`config.mk`:
```
export PLATFORM = sky130hd
export DESIGN_NAME = hdlc_transmit_framer_core
export DESIGN_NICKNAME = d
export VERILOG_FILES = /design/src/design/hdlcf_pkg.sv /design/src/design/hdlcf_front.sv /design/src/design/hdlcf_fifo.sv /design/src/design/hdlcf_back.sv /design/src/design/hdlc_transmit_framer_core.sv
export VERILOG_INCLUDE_DIRS = /design/src /design/src/design
export SDC_FILE = /design/constraint.sdc
export NUM_CORES = 1
export LEC_CHECK = 0
export BUFFER_PORTS_ARGS = -buffer_cell sky130_fd_sc_hd__clkbuf_2
export CORE_ASPECT_RATIO = 0.7
export CORE_MARGIN = 3
export CORE_UTILIZATION = 65
export DETAILED_ROUTE_END_ITERATION = 10
export PLACE_DENSITY = 0.85
export RECOVER_POWER = 25
export SYNTH_ARGS = -nofsm -noshare
export SYNTH_HDL_FRONTEND = slang
export SYNTH_SLANG_ARGS = --single-unit
```
`constraint.sdc`:
```
create_clock -name clk -period 5.3 [get_ports clk]
set_input_delay 0.795 -clock clk [delete_from_list [all_inputs] [get_ports clk]]
set_output_delay 0.795 -clock clk [all_outputs]
set_load 0.03 [all_outputs]
```
`src/design/hdlc_transmit_framer_core_assert.svh`:
```
// Assertion macros for the HDLC transmit framer.
// Needs signals clk and rst in the scope where they are used.
`ifndef HDLC_TRANSMIT_FRAMER_CORE_ASSERT_SVH
`define HDLC_TRANSMIT_FRAMER_CORE_ASSERT_SVH

`ifndef ASSERT_OFF
`define HTF_ASSERT_IMP(lbl, ante, cons, msg) \
  lbl: assert property (@(posedge clk) disable iff (rst) (ante) |-> (cons)) \
    else $error(msg);
`define HTF_ASSERT_NXT(lbl, ante, cons, msg) \
  lbl: assert property (@(posedge clk) disable iff (rst) (ante) |=> (cons)) \
    else $error(msg);
`else
`define HTF_ASSERT_IMP(lbl, ante, cons, msg)
`define HTF_ASSERT_NXT(lbl, ante, cons, msg)
`endif

`endif

```
`src/design/hdlcf_pkg.sv`:
```
// Shared types, constants and the CRC-16/X.25 byte fold for the HDLC framer.
// No dependencies.
package hdlcf_pkg;

  localparam logic [15:0] CRC_INIT  = 16'hFFFF;
  localparam logic [15:0] CRC_POLY  = 16'h8408;
  localparam logic [7:0]  HDLC_FLAG = 8'h7E;

  localparam int QDEPTH = 2;
  localparam int QPTR_W = 1;
  localparam int QCNT_W = 2;

  typedef enum logic [1:0] {
    KIND_FLAG = 2'd0,
    KIND_DATA = 2'd1,
    KIND_FCS  = 2'd2
  } kind_t;

  // one serialisation job for the back end
  typedef struct packed {
    logic        stuff;  // apply zero insertion
    logic [15:0] bits;   // sent from bit 0 upwards
    logic [4:0]  len;    // 8 or 16
  } cmd_t;

  function automatic logic [15:0] crc_fold(input logic [15:0] crc, input logic [7:0] byte_in);
    logic [15:0] c;
    c = crc;
    for (int i = 0; i < 8; i++) begin
      if (c[0] ^ byte_in[i]) begin
        c = (c >> 1) ^ CRC_POLY;
      end else begin
        c = c >> 1;
      end
    end
    return c;
  endfunction

endpackage

```
`src/design/hdlcf_front.sv`:
```
// Front end: accepts items, runs the CRC and issues serialisation jobs.
// Depends on hdlcf_pkg.
module hdlcf_front (
  input  logic              clk,
  input  logic              rst,
  input  logic              in_valid,
  output logic              in_ready,
  input  logic [1:0]        in_kind,
  input  logic [7:0]        in_data,
  output logic              push,
  input  logic              push_ready,
  output hdlcf_pkg::cmd_t   push_cmd
);
  import hdlcf_pkg::*;

  logic [15:0] crc;
  logic [15:0] crc_next;
  logic        take;

  assign in_ready = push_ready;
  assign take     = in_valid && push_ready;

  always_comb begin
    crc_next = crc;
    push     = 1'b0;
    push_cmd = '{stuff: 1'b0, bits: 16'h0000, len: 5'd8};
    if (take) begin
      unique case (in_kind)
        KIND_FLAG: begin
          push     = 1'b1;
          push_cmd = '{stuff: 1'b0, bits: {8'h00, HDLC_FLAG}, len: 5'd8};
          crc_next = CRC_INIT;
        end
        KIND_DATA: begin
          push     = 1'b1;
          push_cmd = '{stuff: 1'b1, bits: {8'h00, in_data}, len: 5'd8};
          crc_next = crc_fold(crc, in_data);
        end
        KIND_FCS: begin
          push     = 1'b1;
          push_cmd = '{stuff: 1'b1, bits: ~crc, len: 5'd16};
        end
        default: begin
          // unused kind: swallowed, nothing sent
          push = 1'b0;
        end
      endcase
    end
  end

  always_ff @(posedge clk) begin
    if (rst) begin
      crc <= CRC_INIT;
    end else begin
      crc <= crc_next;
    end
  end

endmodule

```
`src/design/hdlcf_fifo.sv`:
```
// Two-entry job queue between front and back end.
// Depends on hdlcf_pkg.
module hdlcf_fifo (
  input  logic              clk,
  input  logic              rst,
  input  logic              wr_en,
  output logic              wr_ready,
  input  hdlcf_pkg::cmd_t   wr_cmd,
  input  logic              rd_en,
  output logic              rd_valid,
  output hdlcf_pkg::cmd_t   rd_cmd
);
  import hdlcf_pkg::*;

  cmd_t              entry [QDEPTH];
  logic [QPTR_W-1:0] wr_ptr;
  logic [QPTR_W-1:0] rd_ptr;
  logic [QCNT_W-1:0] count;
  logic              do_wr;
  logic              do_rd;

  assign wr_ready = (count != QCNT_W'(QDEPTH));
  assign rd_valid = (count != '0);
  assign rd_cmd   = entry[rd_ptr];
  assign do_wr    = wr_en && wr_ready;
  assign do_rd    = rd_en && rd_valid;

  always_ff @(posedge clk) begin
    if (do_wr) begin
      entry[wr_ptr] <= wr_cmd;
    end
  end

  always_ff @(posedge clk) begin
    if (rst) begin
      wr_ptr <= '0;
      rd_ptr <= '0;
      count  <= '0;
    end else begin
      if (do_wr) wr_ptr <= wr_ptr + 1'b1;
      if (do_rd) rd_ptr <= rd_ptr + 1'b1;
      if (do_wr && !do_rd) begin
        count <= count + 1'b1;
      end else if (do_rd && !do_wr) begin
        count <= count - 1'b1;
      end
    end
  end

endmodule

```
`src/design/hdlcf_back.sv`:
```
// Back end: LSB-first serialiser with zero insertion; one bit per cycle when
// out_ready allows. Depends on hdlcf_pkg and the assertion macro header.
`include "hdlc_transmit_framer_core_assert.svh"
module hdlcf_back (
  input  logic              clk,
  input  logic              rst,
  input  logic              q_valid,
  output logic              q_pop,
  input  hdlcf_pkg::cmd_t   q_cmd,
  output logic              out_valid,
  input  logic              out_ready,
  output logic              out_bit,
  output logic              out_last
);
  import hdlcf_pkg::*;

  logic        active, active_next;
  logic [15:0] sh, sh_next;
  logic [4:0]  rem, rem_next;
  logic        stuff_en, stuff_en_next;
  logic        pend, pend_next;
  logic [2:0]  ones, ones_next;
  logic        out_valid_next, out_bit_next, out_last_next;

  logic        adv;
  logic        emit;
  logic        bit_now;
  logic        last_now;
  logic        stuff_hit;

  assign adv = !out_valid || out_ready;

  always_comb begin
    active_next   = active;
    sh_next       = sh;
    rem_next      = rem;
    stuff_en_next = stuff_en;
    pend_next     = pend;
    ones_next     = ones;
    emit          = 1'b0;
    bit_now       = 1'b0;
    last_now      = 1'b0;
    stuff_hit     = 1'b0;

    if (active && adv) begin
      emit = 1'b1;
      if (pend) begin
        // inserted zero straight after the fifth one
        bit_now   = 1'b0;
        pend_next = 1'b0;
        last_now  = (rem == 5'd0);
      end else begin
        bit_now   = sh[0];
        sh_next   = sh >> 1;
        rem_next  = rem - 5'd1;
        stuff_hit = stuff_en && sh[0] && (ones == 3'd4);
        if (stuff_en) begin
          if (!sh[0] || stuff_hit) begin
            ones_next = 3'd0;
          end else begin
            ones_next = ones + 3'd1;
          end
        end
        pend_next = stuff_hit;
        last_now  = (rem == 5'd1) && !stuff_hit;
      end
      if (last_now) active_next = 1'b0;
    end

    q_pop = q_valid && (!active || last_now);
    if (q_pop) begin
      active_next   = 1'b1;
      sh_next       = q_cmd.bits;
      rem_next      = q_cmd.len;
      stuff_en_next = q_cmd.stuff;
      pend_next     = 1'b0;
      if (!q_cmd.stuff) ones_next = 3'd0;  // flag restarts the run
    end
  end

  always_comb begin
    out_valid_next = out_valid && !out_ready;
    out_bit_next   = out_bit;
    out_last_next  = out_last;
    if (emit) begin
      out_valid_next = 1'b1;
      out_bit_next   = bit_now;
      out_last_next  = last_now;
    end
  end

  always_ff @(posedge clk) begin
    if (rst) begin
      active    <= 1'b0;
      pend      <= 1'b0;
      ones      <= 3'd0;
      out_valid <= 1'b0;
    end else begin
      active    <= active_next;
      pend      <= pend_next;
      ones      <= ones_next;
      out_valid <= out_valid_next;
    end
  end

  always_ff @(posedge clk) begin
    sh       <= sh_next;
    rem      <= rem_next;
    stuff_en <= stuff_en_next;
    out_bit  <= out_bit_next;
    out_last <= out_last_next;
  end

  `HTF_ASSERT_IMP(a_ones_max, 1'b1, ones <= 3'd4, "ones run above four")
  `HTF_ASSERT_IMP(a_pend_stuff, pend, stuff_en && ones == 3'd0, "stuff pending outside stuffed job")
  `HTF_ASSERT_IMP(a_active_work, active, rem != 5'd0 || pend, "active job with nothing left")
  `HTF_ASSERT_NXT(a_pend_zero, pend && active && adv, out_valid && !out_bit, "stuffed bit not zero")

endmodule

```
`src/design/hdlc_transmit_framer_core.sv`:
```
// HDLC transmit framer top level: front end, job queue, bit serialiser.
// Depends on hdlcf_pkg, hdlcf_front, hdlcf_fifo, hdlcf_back.
//
//  channel  dir  tdata             tuser     tlast
//  s_*      in   [7:0] data        [1:0] kind  -
//  m_*      out  [0] line_bit      -           last
//
// One line bit per clock while m_tready is high. A flag is 8 line bits, a
// data byte 8 plus one per inserted zero (up to 10), an FCS item 16 to 20.
// The serialiser sets the rate; a two-entry queue lets the front take items
// while it is busy. Kind 3 is accepted and sends nothing.
// rst is synchronous: CRC to 0xFFFF, ones run to zero, queue and output empty.
// m_tready low holds the output register; the queue then fills and s_tready drops.
module hdlc_transmit_framer_core (
  input  logic       clk,
  input  logic       rst,
  input  logic       s_tvalid,
  output logic       s_tready,
  input  logic [7:0] s_tdata,   // [7:0] data
  input  logic [1:0] s_tuser,   // [1:0] kind
  output logic       m_tvalid,
  input  logic       m_tready,
  output logic [7:0] m_tdata,   // [0] line_bit, [7:1] zero
  output logic       m_tlast
);
  import hdlcf_pkg::*;

  logic  push, push_ready;
  cmd_t  push_cmd;
  logic  q_valid, q_pop;
  cmd_t  q_cmd;
  logic  line_bit;

  hdlcf_front u_front (
    .clk        (clk),
    .rst        (rst),
    .in_valid   (s_tvalid),
    .in_ready   (s_tready),
    .in_kind    (s_tuser),
    .in_data    (s_tdata),
    .push       (push),
    .push_ready (push_ready),
    .push_cmd   (push_cmd)
  );

  hdlcf_fifo u_fifo (
    .clk      (clk),
    .rst      (rst),
    .wr_en    (push),
    .wr_ready (push_ready),
    .wr_cmd   (push_cmd),
    .rd_en    (q_pop),
    .rd_valid (q_valid),
    .rd_cmd   (q_cmd)
  );

  hdlcf_back u_back (
    .clk       (clk),
    .rst       (rst),
    .q_valid   (q_valid),
    .q_pop     (q_pop),
    .q_cmd     (q_cmd),
    .out_valid (m_tvalid),
    .out_ready (m_tready),
    .out_bit   (line_bit),
    .out_last  (m_tlast)
  );

  assign m_tdata = {7'b0000000, line_bit};

endmodule
```
==> run summary, run 1 <==
Seq cells post-synth: 89
Layout Nets: 373
Final Hold Fails: 0
Most frequent cells in the layout: edfxtp_1, nor2_1, dfxtp_1
Pleak: 1.59 nW
Ys async rst share: 0%
Post-CTS Setup Bufs: 0
F_max: 345 MHz
GRT Residual Overflow: 0
Ant diodes: 0
Reg2reg start: u_back.ones[0]
CP Launch Point: u_back.ones[0]
CP endpoint kind: flip-flop
Setup-failing EPs final: 0
# IOs: 25
Crit start category: flip-flop
Initial antenna violation count: 0
Yosys warnings: 0
Total power: 0.00221 W
Remaining DRCs: 0
IO Port Bufs: 17
Avg Cell Area, Syn: 12.1 sq um
Hold slack final: 506 ps
Post-synth EDFFs: 62
DIE AREA: 0.00716 sq mm
Max VDD drop: 307 uV
Max Clock Skew: 11.5 ps
WL/cell: 17.2 um
Commonest non-fill, non-tap cell in the layout: edfxtp_1
GRT Total Usage: 22.3%
Row count: 23
Layout cell share with drive strength beyond 1: 9.07%
Hold Crit Class: flip-flop to flip-flop
Area delta synth->final: 7.71%
Synth Instances: 330
TritonCTS clock tree: yes
Post-synthesis sequential area ratio: 59.9%
Hold path startpoint: u_back.active
Most used DFF post-synth: edfxtp_1
Worst Max-Slew Pin Slew: 1440 ps
Distinct cells, synth: 46
Total vias in the final route: 2519
Vias in the first global route: 2381
DRT Pass-1 Iters: 4
RSZ-0062 raised after global routing: no
Flop2flop setup slack: 2410 ps
Die Ht: 71.7 um
Hold buffers post-CTS: 0
Critical Path RT: 5570 ps
Setup_tns: 0 ps
Vias per inst: 5.89
Clk buf depth: 2
H-Tree Depth: 3
DP HPWL: 5210 um
Hold Path Cell Cnt: 2
PostCTS Resize Cnt: 0
Final period util: 54.6%
Initial core utilization: 68.6%
Clock period minus final worst setup slack: 2890 ps
Sink Count: 89
Clock slew at reported path FFs: 90 ps
Worst setup path class: flip-flop to flip-flop
Status: completed
CP max FO: 19
DIE WIDTH: 99.9 um
Routed WL: 7370 um
Antenna viol nets, final: 0
PwrDens: 512 mW/mm^2
Root Buffer: clkbuf_8
Depth of the most critical reg-to-reg path: 9
First-pass GRT wire length: 12100 um
Max Transition Viols Final: 0
Largest net degree at the start of global routing: 22
Clock latency on the worst-skew pair: 350 ps
Synth Cell Area: 0.00401 sq mm
Core ar.: 0.00584 sq mm
DRT iter0 DRCs: 162
CTS Buf Count: 9
Relative slew slack: 3.93%
Max Cap Viol: 0
RD Place Congestion: 0.877
Crit path DAT: 3170 ps
-- routing by layer --
layer  share of wire [%]  global-route usage [%]
met5                   0                       0
met3                 7.3                    7.20
met4                0.83                    6.52
met2                  46                    33.3
met1                  46                    31.7
-- synth_stat cells, types with 4 or more instances --
cell type,count,area share [%]
o22ai_1,8,1.2
nor2_1,29,2.7
nand2b_1,10,1.6
xnor2_1,19,4.2
o21ai_1,11,1.4
a21oi_1,7,0.87
dfxtp_1,27,13
nand2_1,7,0.66
o21ai_0,23,2.9
mux2i_1,21,5.2
inv_1,17,1.6
edfxtp_1,62,46
buf_4,8,1.5
ha_1,11,3.4
buf_2,4,0.50
a221oi_1,6,1.3
xor2_1,11,2.4
a2bb2oi_1,8,1.7
clkbuf_1,5,0.47
-- report_power, final --
group          total (W)  switching (W)  internal, W
clock           0.000509       0.000232     0.000277
sequential       0.00106      0.0000784     0.000978
combinational   0.000644       0.000415     0.000228
-- sequential cells by signal (all words and copies together) (netlist names), 2 cells and up, named ones only --
| signal | cells |
|---|---|
| u_fifo.count | 2 |
| u_fifo.entry | 38 |
| u_back.rem | 5 |
| u_front.crc | 16 |
| u_back.sh | 16 |
| u_back.ones | 3 |
-- worst max-delay path: stages, from the launching register on --
cell and delay (ps):
dfxtp_1 340, inv_1 70, ha_1 240, nand4_1 160, a21oi_1 140, o41ai_1 520, o21ai_2 390, ha_1 440
or3_1 380, a21oi_1 150
-- worst paths after layout --
kind,to
min reg2reg,u_back.out_valid
max reg2reg,u_fifo.count[1]
min,u_back.out_valid
max,u_fifo.count[1]
-- kinds of logic after synthesis --
group / after synthesis / synth area share, %
AOI/OAI and AO/OA: 71 / 11.2
buffers and inverters: 38 / 4.46
other: 1 / 0.0936
DFF: 89 / 59.9
adders and majority gates: 11 / 3.43
xor gates and xnor gates: 30 / 6.56
and+or+nand+nor: 68 / 8.74
muxes: 22 / 5.53
-- through the flow --
| stage | setup slack (ps) | cell area [sq um] | cells | util (%) |
|---|---|---|---|---|
| 2_1_floorplan | 2320 | 4030 | 336 | - |
| 3_3_place_gp | 2480 | 4120 | 412 | 70.6 |
| 3_5_place_dp | 2380 | 4120 | 412 | 70.6 |
| 4_1_cts | 2690 | 4340 | 428 | 74.4 |
| 5_1_grt | 2160 | 4320 | 428 | 73.9 |
| 6_report | 2410 | 4320 | 428 | 73.9 |
-- layout make-up --
type	instances	area, sq um
sequential	89	2400
fill	389	1530
multi-input combinational	209	1430
clock buffer	11	141
timing repair buffer	20	97.6
tap	75	93.8
clock inverter	5	78.8
inverter	19	71.3
(Power assumes the default switching activity.)
==> run 2, diff against run 1 <==
--- a/config.mk
+++ b/config.mk
@@ -6,12 +6,13 @@
 export SDC_FILE = /design/constraint.sdc
 export NUM_CORES = 1
 export LEC_CHECK = 0
+export ABC_AREA = 1
 export BUFFER_PORTS_ARGS = -buffer_cell sky130_fd_sc_hd__clkbuf_2
 export CORE_ASPECT_RATIO = 0.7
 export CORE_MARGIN = 3
-export CORE_UTILIZATION = 65
+export CORE_UTILIZATION = 55
 export DETAILED_ROUTE_END_ITERATION = 10
-export PLACE_DENSITY = 0.85
+export PLACE_DENSITY = 0.76
 export RECOVER_POWER = 25
 export SYNTH_ARGS = -nofsm -noshare
 export SYNTH_HDL_FRONTEND = slang
==> constraint.sdc (replaced) <==
create_clock -name clk -period 2.6 [get_ports clk]
set_input_delay 0.39 -clock clk [delete_from_list [all_inputs] [get_ports clk]]
set_output_delay 0.39 -clock clk [all_outputs]
set_load 0.03 [all_outputs]
==> run 2 against run 1 <==
  * Power up 110%
  * Synthesized cell count increased by 31%
  * Highest routed layer unchanged
  * First-iteration DRC count grew 23%
==> run summary, run 2 <==
Crit path DAT: 2390 ps (-780 ps)
Area delta synth->final: 7.73% (about the same)
Final Hold Fails: 0 (unchanged)
Hold Crit Class: input pin to flip-flop
Largest Register: u_fifo.entry
Synth Area in Compound Gates: 9.90% (-1.3 points)
Max reg flops: 38 (unchanged)
DRT Pass-1 Iters: 5 (+1)
Most used DFF post-synth: edfxtp_1
Seq cells post-synth: 89 (unchanged)
Vias per inst: 5.14 (-13%)
Commonest non-fill, non-tap cell in the layout: nand2_1
Synth cell count leaders: nand2_1, edfxtp_1, inv_1
Max VDD drop: 585 uV (+91%)
RD Place Congestion: 0.899 (+2.6%)
F_max: 468 MHz (+35%)
Distinct cells, synth: 28 (-39%)
Root Buffer: clkbuf_8
DIE AREA: 0.00876 sq mm (+22%)
Relative slew slack: 45.6% (+42 points)
H-Tree Depth: 3 (unchanged)
Clk buf depth: 2 (unchanged)
CP max FO: 5 (-14)
CP endpoint kind: flip-flop
Sink Count: 89 (unchanged)
Largest net degree at the start of global routing: 38 (+73%)
Ys async rst share: 0% (unchanged)
DP HPWL: 5640 um (+8.2%)
Synth Cell Area: 0.00421 sq mm (+5.1%)
Die Ht: 79.2 um (+10%)
Hold slack final: 302 ps (-204 ps)
Synth Instances: 432 (+31%)
Synth area leader: edfxtp_1
Initial core utilization: 57.3% (-11 points)
Post-synthesis sequential area ratio: 57.1% (-2.9 points)
Most frequent cells in the layout: nand2_1, edfxtp_1, inv_1
CP max stage delay: 430 ps (-90 ps)
XOR/XNOR Fraction of Synth Area: 2.91% (-3.6 points)
Post-Synth Simple-Gate Area: 14.8% (+6.0 points)
Top cells by area, synth: edfxtp_1, dfxtp_1, nand2_1, inv_1, mux2i_1
Vias in the first global route: 2687 (+13%)
PwrDens: 1010 mW/mm^2 (+97%)
Avg Cell Area, Syn: 9.75 sq um (-20%)
Clock latency on the worst-skew pair: 360 ps (about the same)
Clock period minus final worst setup slack: 2140 ps (-757 ps)
Initial antenna violation count: 0 (unchanged)
Remaining DRCs: 0 (unchanged)
Main combinational cell family by area after synthesis: simple AND/OR/NAND/NOR gates
Post-synth EDFFs: 62 (unchanged)
Flop2flop setup slack: 460 ps (-1940 ps)
Pleak: 1.93 nW (+22%)
Largest regs: u_fifo.entry (38), u_back.sh (16), u_front.crc (16)
Final period util: 82.2% (+28 points)
CP delay by family, top: simple AND/OR/NAND/NOR gates
Routed WL: 8140 um (+10%)
Row count: 26 (+13%)
WL/cell: 14.7 um (-15%)
Worst setup path class: flip-flop to flip-flop
Total power: 0.00456 W (+110%)
CP bufs+invs: 2 (+1)
Adder-cell share of the synthesized area: 3.27% (-0.17 points)
DIE WIDTH: 111 um (+11%)
Ant diodes: 0 (unchanged)
Setup-failing EPs final: 0 (unchanged)
Clock slew at reported path FFs: 80 ps (about the same)
Layout Nets: 477 (+28%)
Post-CTS Setup Bufs: 0 (unchanged)
Cell chain of the critical path: inv_1, ha_1, inv_1, nand2_1, nand3_1, nor2_1, nand2_1, nand2_2, nand2_2, ha_1, a21oi_1, o21ai_0, o21ai_0, a21oi_1
Total vias in the final route: 2852 (+13%)
Slowest library cell on the worst path: edfxtp_1
PostCTS Resize Cnt: 0 (unchanged)
Fill cells: 613 (+58%)
Status: completed
Yosys warnings: 0 (unchanged)
Max Transition Viols Final: 0 (unchanged)
RSZ-0062 raised after global routing: no
Core ar.: 0.00735 sq mm (+26%)
Max Clock Skew: 6.46 ps (-5.05 ps)
# IOs: 25 (unchanged)
GRT Total Usage: 19.3% (-3.1 points)
Worst Max-Slew Pin Slew: 816 ps (-625 ps)
Layout cell share with drive strength beyond 1: 10.1% (+1.0 points)
CTS Buf Count: 9 (unchanged)
Mux share of post-synthesis cell area: 4.04% (-1.5 points)
First-pass GRT wire length: 13200 um (+8.7%)
GRT Residual Overflow: 0 (unchanged)
Cell with the most instances after synthesis: nand2_1
Share of the synthesized area in the top cell type: 44.2% (-2.2 points)
Crit start category: flip-flop
Antenna viol nets, final: 0 (unchanged)
Hold buffers post-CTS: 0 (unchanged)
DRT iter0 DRCs: 199 (+23%)
Critical Path RT: 2850 ps (-2720 ps)
IO Port Bufs: 17 (unchanged)
Setup_tns: 0 ps (unchanged)
Max Cap Viol: 0 (unchanged)
TritonCTS clock tree: yes
[run 2: cell types whose count changed after synthesis, moves of 6 or more]
cell       previous run  this run
inv_1                17        51
nand2_1               7        97
a2bb2oi_1             8         0
xnor2_1              19         8
a221oi_1              6         0
o21ai_1              11         1
a22oi_1               3         9
nand3_1               0        19
a21oi_1               7        21
nand2b_1             10         0
[run 2: layout make-up]
| cell class | instances | area (sq um) | area share, % |
|---|---|---|---|
| sequential | 89 | 2400 | 53.0 |
| timing repair buffer | 24 | 130 | 2.87 |
| multi-input combinational | 275 | 1500 | 33.0 |
| inverter | 53 | 199 | 4.39 |
| clock buffer | 11 | 131 | 2.90 |
| tap | 98 | 123 | 2.70 |
| clock inverter | 5 | 55.1 | 1.21 |
[run 2: worst paths after layout]
check                start                to  cells past startpoint
max          u_back.rem[0]   u_fifo.count[1]                     14
min               m_tready  u_back.out_valid                      4
max reg2reg  u_back.rem[0]   u_fifo.count[1]                     14
min reg2reg  u_back.active  u_back.out_valid                      2
[run 2: per-stage QoR]
stage | worst slack [ps] | cells | instance area (sq um) | utilization (%)
global placement | 617 | 539 | 4360 | 59.3
global route | 269 | 555 | 4540 | 61.7
detailed placement | 504 | 539 | 4360 | 59.3
finish | 462 | 555 | 4540 | 61.7
CTS | 479 | 555 | 4540 | 61.8
floorplan | 257 | 438 | 4230 | -
[run 2: kinds of logic after synthesis]
logic type	count (synthesis)
flip-flops	89
other	1
XOR/XNOR	14
multiplexers	17
AND/OR/NAND/NOR	156
adder cells (fa/ha/maj)	11
buffers and inverters	74
AO/OA/AOI/OAI	70
[run 2: per-layer routing]
layer | part of all wire (%) | GRT usage (%)
met5 | 0 | 0
met4 | 1.3 | 5.78
met3 | 5.9 | 5.48
met2 | 43 | 29.5
met1 | 50 | 26.8
[run 2: report_power, final]
part | internal (W) | switching, W
clock network | 0.000443 | 0.000469
registers | 0.00202 | 0.000159
logic | 0.000484 | 0.000986
total | 0.00295 | 0.00161
[run 2: tightest hold or removal path, delay by kind of cell]
family	cells	cell delay [ps]
buf+inv	2	100
compound gates	1	60
simple gates	1	70
==> run 3, diff against run 2 <==
--- a/config.mk
+++ b/config.mk
@@ -6,13 +6,13 @@
 export SDC_FILE = /design/constraint.sdc
 export NUM_CORES = 1
 export LEC_CHECK = 0
-export ABC_AREA = 1
+export ABC_AREA = 0
 export BUFFER_PORTS_ARGS = -buffer_cell sky130_fd_sc_hd__clkbuf_2
 export CORE_ASPECT_RATIO = 0.7
 export CORE_MARGIN = 3
-export CORE_UTILIZATION = 55
+export CORE_UTILIZATION = 54
 export DETAILED_ROUTE_END_ITERATION = 10
-export PLACE_DENSITY = 0.76
+export PLACE_DENSITY = 0.75
 export RECOVER_POWER = 25
 export SYNTH_ARGS = -nofsm -noshare
 export SYNTH_HDL_FRONTEND = slang
==> constraint.sdc (replaced) <==
create_clock -name clk -period 1.75 [get_ports clk]
set_input_delay 0.2625 -clock clk [delete_from_list [all_inputs] [get_ports clk]]
set_output_delay 0.2625 -clock clk [all_outputs]
set_load 0.03 [all_outputs]
==> run 3 against run 2 <==
  * The run now ends with setup timing left
  * Sequential share of layout area shrank 5.0 points
  * Die area shrank 2.9%
  * Clock skew is essentially flat
  * Final area grew 11%
  * Sequential power grew 50%
  * Largest cell class unchanged
  * Highest routed layer unchanged
  * Critical path depth shrank 4
  * Clock power grew 27%
  * Worst setup slack lost 980 ps
  * Largest power group is now combinational logic
  * Critical endpoint unchanged
==> run summary, run 3 (synthesized netlist as in run 1, its figures left out) <==
Worst Max-Slew Pin Slew: 494 ps (-322 ps)
IO Port Bufs: 17 (unchanged)
Final Hold Fails: 0 (unchanged)
Antenna viol nets, final: 0 (unchanged)
Layout Nets: 415 (-13%)
First-pass GRT wire length: 13600 um (+3.0%)
Relative slew slack: 66.9% (+21 points)
CP endpoint kind: flip-flop
Hold Path Cell Cnt: 2 (-2)
R2r endpoint: u_fifo.count[1]
Cell chain of the critical path: inv_2, buf_12, ha_4, o21ai_4, o41ai_4, o21ai_2, ha_4, xor2_2, or3_4, a21oi_2
Largest net degree at the start of global routing: 20 (-47%)
Cell mode on critical path: ha_4
GRT Residual Overflow: 0 (unchanged)
DRT Pass-1 Iters: 5 (unchanged)
Sink Count: 89 (unchanged)
Final cell count without fillers: 488 (-12%)
CP max stage delay: 420 ps (about the same)
Largest regs: u_fifo.entry (38), u_back.sh (16), u_front.crc (16)
CTS Buf Count: 9 (unchanged)
Clock slew at reported path FFs: 80 ps (about the same)
Max Clock Skew: 6.50 ps (+0.0395 ps)
DP HPWL: 5490 um (-2.7%)
Remaining DRCs: 0 (unchanged)
Clock period minus final worst setup slack: 2270 ps (+132 ps)
Vias in the first global route: 2576 (-4.1%)
DP Cell Count: 458 (-15%)
Max reg flops: 38 (unchanged)
CP max FO: 2 (-3)
Commonest non-fill, non-tap cell in the layout: edfxtp_1
# IOs: 25 (unchanged)
WL/cell: 18.1 um (+24%)
Setup_tns: -21100 ps (-21100 ps)
Setup-failing EPs final: 49 (+49)
DRT iter0 DRCs: 250 (+26%)
Final period util: 130% (+48 points)
CP delay by family, top: compound AO/OA/AOI/OAI gates
Pleak: 1.86 nW (-3.9%)
Flop2flop setup slack: -520 ps (-980 ps)
Initial antenna violation count: 0 (unchanged)
Routed WL: 8850 um (+8.8%)
Depth of the most critical reg-to-reg path: 10 (-4)
RD Place Congestion: 0.878 (-2.3%)
Clock latency on the worst-skew pair: 350 ps (about the same)
Max Transition Viols Final: 0 (unchanged)
H-Tree Depth: 3 (unchanged)
Post-layout util: 71.9% (+10 points)
Ant diodes: 0 (unchanged)
Placed inst area: 0.00442 sq mm (+1.5%)
Row count: 25 (-3.8%)
Most frequent cells in the layout: edfxtp_1, dfxtp_1, buf_4
Area of the multi-input gates: 0.00173 sq mm (+16%)
Vias per inst: 5.72 (+11%)
Fill cells: 466 (-24%)
F_max: 440 MHz (-5.8%)
Register area: 0.00240 sq mm (about the same)
Largest Register: u_fifo.entry
Layout cell share with drive strength beyond 1: 31.0% (+21 points)
Total vias in the final route: 2789 (-2.2%)
PwrDens: 1650 mW/mm^2 (+64%)
Critical Path RT: 2030 ps (-820 ps)
Clk buf depth: 2 (unchanged)
Max VDD drop: 877 uV (+50%)
Hold Path Sink: u_front.crc[5]
Crit path DAT: 2550 ps (+160 ps)
Hold path startpoint: rst
CP bufs+invs: 2 (unchanged)
Fin area: 0.00501 sq mm (+11%)
Slowest library cell on the worst path: edfxtp_1
DIE WIDTH: 109 um (-1.5%)
Crit start category: flip-flop
Worst setup path class: flip-flop to flip-flop
Hold Crit Class: input pin to flip-flop
RSZ-0062 raised after global routing: yes
Max Cap Viol: 0 (unchanged)
DIE AREA: 0.00851 sq mm (-2.9%)
Final worst slack: -520 ps (-982 ps)
Die Ht: 78.1 um (-1.4%)
GRT Total Usage: 21.3% (+2.0 points)
Violated checks: setup timing
Root Buffer: clkbuf_8
Area delta synth->final: 25.1%
Reg2reg start: u_back.rem[1]
Core ar.: 0.00698 sq mm (-5.1%)
Status: finished, violations left
Initial core utilization: 57.5% (+0.19 points)
TritonCTS clock tree: yes
[run 3: cell count changes in the layout (fill, tap and decap cells not counted), moves of 15 or more]
cell     change
nand3_1     -19
nand2_1     -89
a21oi_1     -18
o21ai_2     +15
buf_4       +20
o21ai_0     -23
inv_1       -37
[run 3: timing repair]
| action | 4_1_cts | 5_1_grt |
|---|---|---|
| setup buffers | 10 | 8 |
| hold endpoints to repair | 0 | 0 |
| setup endpoints to repair | 48 | 51 |
| gates resized for setup | 57 | 35 |
| hold buffers | 0 | 0 |
| cloned | 5 | 0 |
| pin swaps | 13 | 18 |
[run 3: metrics by stage]
| step | hold slack [ps] | setup slack (ps) | total power (W) |
|---|---|---|---|
| 2_1_floorplan | 480 | -508 | 0.00481 |
| 3_3_place_gp | 489 | -296 | 0.00561 |
| 3_5_place_dp | 506 | -457 | 0.00573 |
| 4_1_cts | 257 | -399 | 0.00780 |
| 5_1_grt | 282 | -571 | 0.00866 |
| 6_report | 261 | -520 | 0.00827 |
[run 3: power breakdown]
group	switching, W	leakage, nW	internal, W
clock	0.000673	0.0746	0.000492
sequential	0.000288	0.816	0.00297
combinational	0.00204	0.964	0.00181
[run 3: layout make-up]
| type | instances | share of cell area [%] |
|---|---|---|
| inverter | 19 | 1.67 |
| clock inverter | 5 | 0.474 |
| tap | 94 | 2.35 |
| sequential | 89 | 47.9 |
| timing repair buffer | 62 | 10.5 |
| multi-input combinational | 209 | 34.5 |
| clock buffer | 10 | 2.55 |
[run 3: metal layers]
layer  up-vias  global-route usage, %  part of all wire [%]
met5         -                      0                     0
met4         0                   3.78                   1.3
met3        11                   5.42                   6.0
met2       101                   32.3                    46
met1      1382                   31.4                    47
li1       1295                      -                     -
[run 3: worst max path at each step]
stage,start,end,slack (ps),cells after the start
2_1_floorplan,u_back.rem[0],u_fifo.count[1],-510,10
3_3_place_gp,u_back.rem[1],u_fifo.count[1],-300,9
3_5_place_dp,u_back.rem[1],u_fifo.count[1],-460,9
4_1_cts,u_back.rem[1],u_fifo.count[1],-400,9
5_1_grt,u_back.rem[1],u_fifo.count[1],-570,10
6_report,u_back.rem[1],u_fifo.count[1],-520,10
